**config.mk**
```make
export PLATFORM = sky130hd
export DESIGN_NAME = luhn_check_digit_unit
export DESIGN_NICKNAME = d
export VERILOG_FILES = /design/src/hdl/lcdu_pkg.sv /design/src/hdl/lcdu_dp.sv /design/src/hdl/lcdu_ctrl.sv /design/src/hdl/luhn_check_digit_unit.sv
export VERILOG_INCLUDE_DIRS = /design/src /design/src/hdl
export SDC_FILE = /design/constraint.sdc
export NUM_CORES = 1
export LEC_CHECK = 0
export BUFFER_PORTS_ARGS = -buffer_cell sky130_fd_sc_hd__buf_4
export CORE_MARGIN = 10
export CORE_UTILIZATION = 30
export CTS_CLUSTER_DIAMETER = 100
export DETAILED_ROUTE_END_ITERATION = 10
export GPL_TIMING_DRIVEN = 0
export SLEW_MARGIN = 15
export SYNTH_ARGS = -nofsm -noshare
export SYNTH_HDL_FRONTEND = slang
export SYNTH_SLANG_ARGS = --single-unit
```
**constraint.sdc**
```tcl
create_clock -name clk -period 21.6 [get_ports clk]
set_clock_uncertainty 0.05 [all_clocks]
set_input_delay 2.16 -clock clk [delete_from_list [all_inputs] [get_ports clk]]
set_output_delay 2.16 -clock clk [all_outputs]
set_load 0.05 [all_outputs]
```
**src/hdl/luhn_check_digit_unit_macros.svh**
```systemverilog
// Assertion macros for the Luhn check digit unit
`ifndef LUHN_CHECK_DIGIT_UNIT_MACROS_SVH
`define LUHN_CHECK_DIGIT_UNIT_MACROS_SVH

`ifndef NO_ASSERTIONS

// same-cycle implication
`define LCDU_ASSERT_IMPLY(lbl, clock, rst_n, ante, cons) \
	lbl: assert property (@(posedge clock) disable iff (!rst_n) (ante) |-> (cons)) \
		else $error("assertion failed");

// next-cycle implication
`define LCDU_ASSERT_NEXT(lbl, clock, rst_n, ante, cons) \
	lbl: assert property (@(posedge clock) disable iff (!rst_n) (ante) |=> (cons)) \
		else $error("assertion failed");

`else

`define LCDU_ASSERT_IMPLY(lbl, clock, rst_n, ante, cons)
`define LCDU_ASSERT_NEXT(lbl, clock, rst_n, ante, cons)

`endif

`endif

```
**src/hdl/lcdu_pkg.sv**
```systemverilog
package lcdu_pkg;

	localparam int unsigned VALUE_W    = 32;
	localparam int unsigned PROD_W     = 2 * VALUE_W;
	localparam int unsigned DIGIT_W    = 4;
	localparam int unsigned NUM_DIGITS = 9;
	localparam int unsigned CNT_W      = 4;

	localparam logic [VALUE_W-1:0] MAX_PAYLOAD   = 32'd99999999;
	localparam logic [VALUE_W-1:0] MAX_PROTECTED = 32'd999999999;
	localparam logic [VALUE_W-1:0] ALL_ONES      = '1;

	// floor(x/10) == (x * RECIP_10) >> RECIP_SHIFT for every 32-bit x
	localparam logic [VALUE_W-1:0] RECIP_10    = 32'hCCCCCCCD;
	localparam int unsigned        RECIP_SHIFT = 35;
	localparam int unsigned        QUOT_W      = PROD_W - RECIP_SHIFT;

	localparam logic [CNT_W-1:0] LAST_DIGIT = CNT_W'(NUM_DIGITS - 1);

	typedef enum logic [1:0] {
		MODE_ADD    = 2'd0,
		MODE_VERIFY = 2'd1,
		MODE_REMOVE = 2'd2,
		MODE_NONE   = 2'd3
	} mode_t;

	typedef enum logic [1:0] {
		ST_IDLE,
		ST_RUN,
		ST_FIN
	} state_t;

	// controller to datapath commands
	typedef struct packed {
		logic load;
		logic step;
		logic first;
		logic finish;
	} dp_cmd_t;

endpackage

```
**src/hdl/lcdu_dp.sv**
```systemverilog
module lcdu_dp (
	input  logic                          clk,
	input  lcdu_pkg::dp_cmd_t             cmd,
	input  logic [1:0]                    mode,
	input  logic [lcdu_pkg::VALUE_W-1:0]  value,
	output logic [lcdu_pkg::VALUE_W-1:0]  result_value,
	output logic                          check_ok
);

	logic [lcdu_pkg::PROD_W-1:0]  prod_q;
	logic [lcdu_pkg::VALUE_W-1:0] w_q;
	logic [lcdu_pkg::VALUE_W-1:0] value_q;
	logic [lcdu_pkg::VALUE_W-1:0] payload_q;
	lcdu_pkg::mode_t              mode_q;
	logic                         range_ok_q;
	logic                         dbl_q;
	logic [lcdu_pkg::DIGIT_W-1:0] acc_q;
	logic [lcdu_pkg::DIGIT_W-1:0] last_q;
	logic [lcdu_pkg::VALUE_W-1:0] res_q;
	logic                         ok_q;

	lcdu_pkg::mode_t              mode_in;
	logic [lcdu_pkg::VALUE_W-1:0] quot;
	logic [lcdu_pkg::VALUE_W-1:0] tens;
	logic [lcdu_pkg::VALUE_W-1:0] diff;
	logic [lcdu_pkg::DIGIT_W-1:0] digit;
	logic [lcdu_pkg::DIGIT_W:0]   dbl_digit;
	logic [lcdu_pkg::DIGIT_W:0]   wdigit;
	logic [lcdu_pkg::DIGIT_W:0]   acc_sum;
	logic [lcdu_pkg::DIGIT_W-1:0] acc_next;
	logic [lcdu_pkg::DIGIT_W-1:0] check_digit;
	logic [lcdu_pkg::VALUE_W-1:0] mul_a;
	logic [lcdu_pkg::PROD_W-1:0]  prod_d;
	logic [lcdu_pkg::VALUE_W-1:0] protected_val;
	logic                         skip_sum;

	assign mode_in = lcdu_pkg::mode_t'(mode);

	// quotient and remainder of the current word by ten
	always_comb begin
		quot  = lcdu_pkg::VALUE_W'(prod_q[lcdu_pkg::PROD_W-1:lcdu_pkg::RECIP_SHIFT]);
		tens  = (quot << 3) + (quot << 1);
		diff  = w_q - tens;
		digit = diff[lcdu_pkg::DIGIT_W-1:0];
	end

	// Luhn weighting and running sum kept modulo ten
	always_comb begin
		dbl_digit = {digit, 1'b0};
		if (dbl_q) begin
			wdigit = (dbl_digit > 5'd9) ? dbl_digit - 5'd9 : dbl_digit;
		end else begin
			wdigit = {1'b0, digit};
		end
		acc_sum  = {1'b0, acc_q} + wdigit;
		acc_next = (acc_sum >= 5'd10) ? 4'(acc_sum - 5'd10) : acc_sum[lcdu_pkg::DIGIT_W-1:0];
		check_digit = (acc_q == '0) ? '0 : 4'd10 - acc_q;
		skip_sum = cmd.first && (mode_q != lcdu_pkg::MODE_ADD);
	end

	// reciprocal multiplier feeding the next digit
	always_comb begin
		mul_a  = cmd.load ? value : quot;
		prod_d = lcdu_pkg::PROD_W'(mul_a) * lcdu_pkg::PROD_W'(lcdu_pkg::RECIP_10);
		protected_val = (value_q << 3) + (value_q << 1)
			+ lcdu_pkg::VALUE_W'(check_digit);
	end

	// digit loop registers
	always_ff @(posedge clk) begin
		if (cmd.load) begin
			prod_q     <= prod_d;
			w_q        <= value;
			value_q    <= value;
			mode_q     <= mode_in;
			acc_q      <= '0;
			dbl_q      <= (mode_in == lcdu_pkg::MODE_ADD);
			range_ok_q <= (mode_in == lcdu_pkg::MODE_ADD) ?
				(value <= lcdu_pkg::MAX_PAYLOAD) : (value <= lcdu_pkg::MAX_PROTECTED);
		end else if (cmd.step) begin
			prod_q <= prod_d;
			w_q    <= quot;
			dbl_q  <= ~dbl_q;
			if (skip_sum) begin
				last_q    <= digit;
				payload_q <= quot;
			end else begin
				acc_q <= acc_next;
			end
		end
	end

	// result register
	always_ff @(posedge clk) begin
		if (cmd.finish) begin
			case (mode_q)
				lcdu_pkg::MODE_ADD: begin
					res_q <= range_ok_q ? protected_val : lcdu_pkg::ALL_ONES;
					ok_q  <= range_ok_q;
				end
				lcdu_pkg::MODE_VERIFY: begin
					res_q <= '0;
					ok_q  <= range_ok_q && (check_digit == last_q);
				end
				lcdu_pkg::MODE_REMOVE: begin
					if (range_ok_q && (check_digit == last_q)) begin
						res_q <= payload_q;
						ok_q  <= 1'b1;
					end else begin
						res_q <= lcdu_pkg::ALL_ONES;
						ok_q  <= 1'b0;
					end
				end
				default: begin
					res_q <= '0;
					ok_q  <= 1'b0;
				end
			endcase
		end
	end

	assign result_value = res_q;
	assign check_ok     = ok_q;

endmodule

```
**src/hdl/lcdu_ctrl.sv**
```systemverilog
module lcdu_ctrl (
	input  logic              clk,
	input  logic              arst_n,
	input  logic              in_valid,
	output logic              in_stall,
	output logic              out_valid,
	input  logic              out_stall,
	output lcdu_pkg::dp_cmd_t cmd
);

	lcdu_pkg::state_t               state_q, state_d;
	logic [lcdu_pkg::CNT_W-1:0]     cnt_q, cnt_d;
	logic                           out_valid_q, out_valid_d;

	// state, digit counter and output valid
	always_ff @(posedge clk or negedge arst_n) begin
		if (!arst_n) begin
			state_q     <= lcdu_pkg::ST_IDLE;
			cnt_q       <= '0;
			out_valid_q <= 1'b0;
		end else begin
			state_q     <= state_d;
			cnt_q       <= cnt_d;
			out_valid_q <= out_valid_d;
		end
	end

	// next state and commands
	always_comb begin
		state_d     = state_q;
		cnt_d       = cnt_q;
		cmd         = '0;
		in_stall    = 1'b1;
		out_valid_d = out_valid_q && out_stall;
		case (state_q)
			lcdu_pkg::ST_IDLE: begin
				in_stall = 1'b0;
				if (in_valid) begin
					cmd.load = 1'b1;
					cnt_d    = '0;
					state_d  = lcdu_pkg::ST_RUN;
				end
			end
			lcdu_pkg::ST_RUN: begin
				cmd.step  = 1'b1;
				cmd.first = (cnt_q == '0);
				cnt_d     = cnt_q + 1'b1;
				if (cnt_q == lcdu_pkg::LAST_DIGIT) begin
					state_d = lcdu_pkg::ST_FIN;
				end
			end
			lcdu_pkg::ST_FIN: begin
				// wait for the output register to free up
				if (!out_valid_q || !out_stall) begin
					cmd.finish  = 1'b1;
					out_valid_d = 1'b1;
					state_d     = lcdu_pkg::ST_IDLE;
				end
			end
			default: begin
				state_d = lcdu_pkg::ST_IDLE;
			end
		endcase
	end

	assign out_valid = out_valid_q;

endmodule

```
**src/hdl/luhn_check_digit_unit.sv**
```systemverilog
// Luhn mod-10 check digit unit: add, verify or remove a check digit.
// Operands load at the edge that accepts the input item; nine digit steps then
// run through the divide-by-ten multiplier, and a finish step fills the output
// register once it is free. No new item is taken before that finish step, but
// the next item may enter while a finished result still waits in the output
// register.
// Reset: arst_n asynchronous, active low; clears controller and output valid.
`include "luhn_check_digit_unit_macros.svh"

module luhn_check_digit_unit (
	input  logic        clk,
	input  logic        arst_n,
	input  logic        in_valid,
	output logic        in_stall,
	input  logic [1:0]  mode,
	input  logic [31:0] value,
	output logic        out_valid,
	input  logic        out_stall,
	output logic [31:0] result_value,
	output logic        check_ok
);

	lcdu_pkg::dp_cmd_t cmd;

	lcdu_ctrl u_ctrl (
		.clk       (clk),
		.arst_n    (arst_n),
		.in_valid  (in_valid),
		.in_stall  (in_stall),
		.out_valid (out_valid),
		.out_stall (out_stall),
		.cmd       (cmd)
	);

	lcdu_dp u_dp (
		.clk          (clk),
		.cmd          (cmd),
		.mode         (mode),
		.value        (value),
		.result_value (result_value),
		.check_ok     (check_ok)
	);

	// busy after taking an item
	`LCDU_ASSERT_NEXT(a_busy_after_accept, clk, arst_n, in_valid && !in_stall, in_stall)
	// a good result is never the error pattern
	`LCDU_ASSERT_IMPLY(a_ok_not_err, clk, arst_n, out_valid && check_ok, result_value != lcdu_pkg::ALL_ONES)
	// a failed result is either zero or all ones
	`LCDU_ASSERT_IMPLY(a_fail_value, clk, arst_n, out_valid && !check_ok, (result_value == '0) || (result_value == lcdu_pkg::ALL_ONES))

endmodule

```
==> flow_metrics.env <==
export IMPL_start_util_pct=30.3
export IMPL_netlist_instances=2451
export IMPL_arrival_ns=12.30
export IMPL_wirelength_mm=72.4
export IMPL_dp_slack_ns=9.09
export IMPL_worst_pin_slew_ns=1.08
export IMPL_max_slew_margin_rel_pct=27.5
export IMPL_portBuffers=72
export IMPL_finalMaxSlewViolations=0
export IMPL_ant_nets=0
export IMPL_fillers=8340
export IMPL_crit_path_max_incr_delay_ns=0.83
export IMPL_die_y_um=308
export IMPL_num_vias=17500
export IMPL_drc=0
export IMPL_fmax_mhz=82.1
export IMPL_rows=105
export IMPL_core_area_mm2=0.0821
export IMPL_layout_drive_gt1_share_pct=4.93
export IMPL_die_w_um=308
export IMPL_finalCritPeriodShare_pct=56.4
export IMPL_place_congestion=0.995
export IMPL_ys_types=75
export IMPL_drv_cap=0
export IMPL_synth_flop_cell="edfxtp_1"
export IMPL_drt_iter0_markers=1279
export IMPL_cp_required_ns=21.71
export IMPL_start_kind="primary input"
export IMPL_setup_viol=0
export IMPL_synth_nets=3295
export IMPL_io_pin_count=73
export IMPL_via_per_inst=4.81
export IMPL_ctsHoldBuffers=0
export IMPL_tns_ns=0
export IMPL_drt_pre_antenna_iters=5
export IMPL_grt_pass1_vias=18500
export IMPL_path_clk_slew_ns=0.06
export IMPL_final_common_cell="inv_1"
export IMPL_avgRoutedWirePerCell_um=20.0
export IMPL_cts_sinks=145
export IMPL_fin_ws_ns=9.41
export IMPL_htreeDepth=4
export IMPL_grt_max_degree=35
export IMPL_area_growth_pct=10.3
export IMPL_syn_area_per_cell_um2=10.1
export IMPL_cts_tree="built"
export IMPL_dpl_cell_area_mm2=0.0268
export IMPL_path_class="primary input to flip-flop"
export IMPL_dp_hpwl_mm=64.3
export IMPL_holdPathStages=0
export IMPL_syn_cell_area_mm2=0.0248
export IMPL_final_area_mm2=0.0274
export IMPL_cp_slowest_cell="a311oi_1"
export IMPL_antenna_cells=0
export IMPL_final_cell_mix="inv_1 (590), ha_1 (417), fa_1 (389)"
export IMPL_grt_antenna_before_repair=2
export IMPL_postCtsSetupBuffers=0
export IMPL_period_needed_ns=12.19
export IMPL_cts_resized=0
export IMPL_yosysWarnings=0
export IMPL_r2r_cells=32
export IMPL_report_final_hold_viol_count=0
export IMPL_synth_edf_count=134
export IMPL_dieArea_mm2=0.0947
export IMPL_synthArstFlopShare_pct=4.83
export IMPL_hold_path_class="flip-flop to flip-flop"
export IMPL_final_nets=3389
export IMPL_crit_fanout=29
export IMPL_grt_pass1_wl_mm=112
export IMPL_grt_ovfl_total=0
export IMPL_clockBufferDepth=2
export IMPL_end_kind="flip-flop"
export IMPL_status="finished clean"
export IMPL_cts_made_buffers=17
export IMPL_clk_latency_ns=0.43
export IMPL_path_common_cell="fa_1"
export IMPL_rsz0062_at_grt="false"
export IMPL_grt_util_all_layers_pct=15.6
export IMPL_ys_seq_elements=145
export IMPL_yosysSeqAreaShare_pct=17.2
export IMPL_cts_root_buffer="clkbuf_16"
[path summary, 6_finish.rpt]
kind                                    from                 end  slack [ns]
min reg2reg                  u_dp.prod_q[48]  u_dp.payload_q[13]        0.40
max                                 in_valid     u_dp.prod_q[62]        9.41
max in group asynchronous             arst_n     u_ctrl.cnt_q[3]       19.90
min in group asynchronous             arst_n   u_ctrl.state_q[1]        1.48
max reg2reg                u_ctrl.state_q[1]     u_dp.prod_q[62]       10.61
min                          u_dp.prod_q[48]  u_dp.payload_q[13]        0.40
[cells by family (layout without fill, tap and decap cells)]
group                    Yosys count  after routing  share of synthesized area, %
adder cells (fa/ha/maj)          806            806                          52.4
XOR/XNOR                         118            118                          4.16
AO/OA/AOI/OAI                    378            378                          9.64
flip-flops                       145            145                          17.2
AND/OR/NAND/NOR                  372            372                          6.84
multiplexers                       9              9                         0.368
buffers and inverters            623            730                          9.42
[metrics by stage]
stage,util (%),instances,hold slack [ns]
global placement,32.5,3593,0.382
finish,33.4,3628,0.397
floorplan,-,2451,0.376
CTS,33.4,3628,0.398
global route,33.4,3628,0.412
detailed placement,32.7,3596,0.384
[cells in the mapped netlist (5+ instances only)]
cell         n  area [um2]
inv_1      590        2210
ha_1       417        5220
fa_1       389        7790
nand2_1    187         702
edfxtp_1   134        4020
o21ai_0    108         541
a21oi_1    102         510
xnor2_1     67         587
nor2_1      61         229
a21o_1      53         398
xor2_1      51         447
clkbuf_1    28         105
nand3_1     23         115
nand4_1     18         113
a211oi_1    15         113
nor3_1      15        75.1
and3_1      14        87.6
nor2b_1     12        75.1
o21bai_1    11        82.6
and2_1      10        62.6
nand2b_1     9        56.3
o211ai_1     9        67.6
o21a_1       9        67.6
a31oi_1      8        50.1
mux2i_1      8        80.1
dfrtp_1      7         175
o2111ai_1    6        52.6
o21ai_1      5        25.0
o31ai_1      5        37.5
[critical path: cells and delay by family]
family	cells	cell delay (ns)
fa+ha+maj	9	4.52
buf+inv	12	2.16
simple gates	6	1.61
compound gates	4	1.61
xor+xnor	1	0.19
[routing by layer]
metal	track usage, %	up-vias	routed length (um)
li1	-	8151	-
met1	21.2	8721	32500
met2	25.6	519	33500
met3	2.52	73	4770
met4	3.63	0	1650
met5	0	-	0
[registers in the layout (all words and copies together) (netlist names)]
signal             flops
u_dp.dbl_q             1
u_dp.last_q            4
u_dp.range_ok_q        1
u_ctrl.out_valid       1
u_dp.acc_q             4
u_ctrl.cnt_q           4
u_dp.check_ok          1
u_dp.value_q          31
u_dp.result_value     32
u_ctrl.state_q         2
u_dp.prod_q           29
u_dp.payload_q        29
u_dp.w_q               4
u_dp.mode_q            2
[final cells by class]
type | instances | area, um2 | area share (%)
Buffer | 32 | 121 | 0.443
Clock buffer | 21 | 482 | 1.76
Clock inverter | 11 | 101 | 0.370
Inverter | 591 | 2220 | 8.10
Multi-Input combinational cell | 1683 | 18200 | 66.6
Sequential cell | 145 | 4280 | 15.6
Tap cell | 1070 | 1340 | 4.89
Timing Repair Buffer | 75 | 608 | 2.22
Power is left out: the tool's default activity adds up to more than one toggle a clock period on the data nets, which glitch-free logic cannot reach.
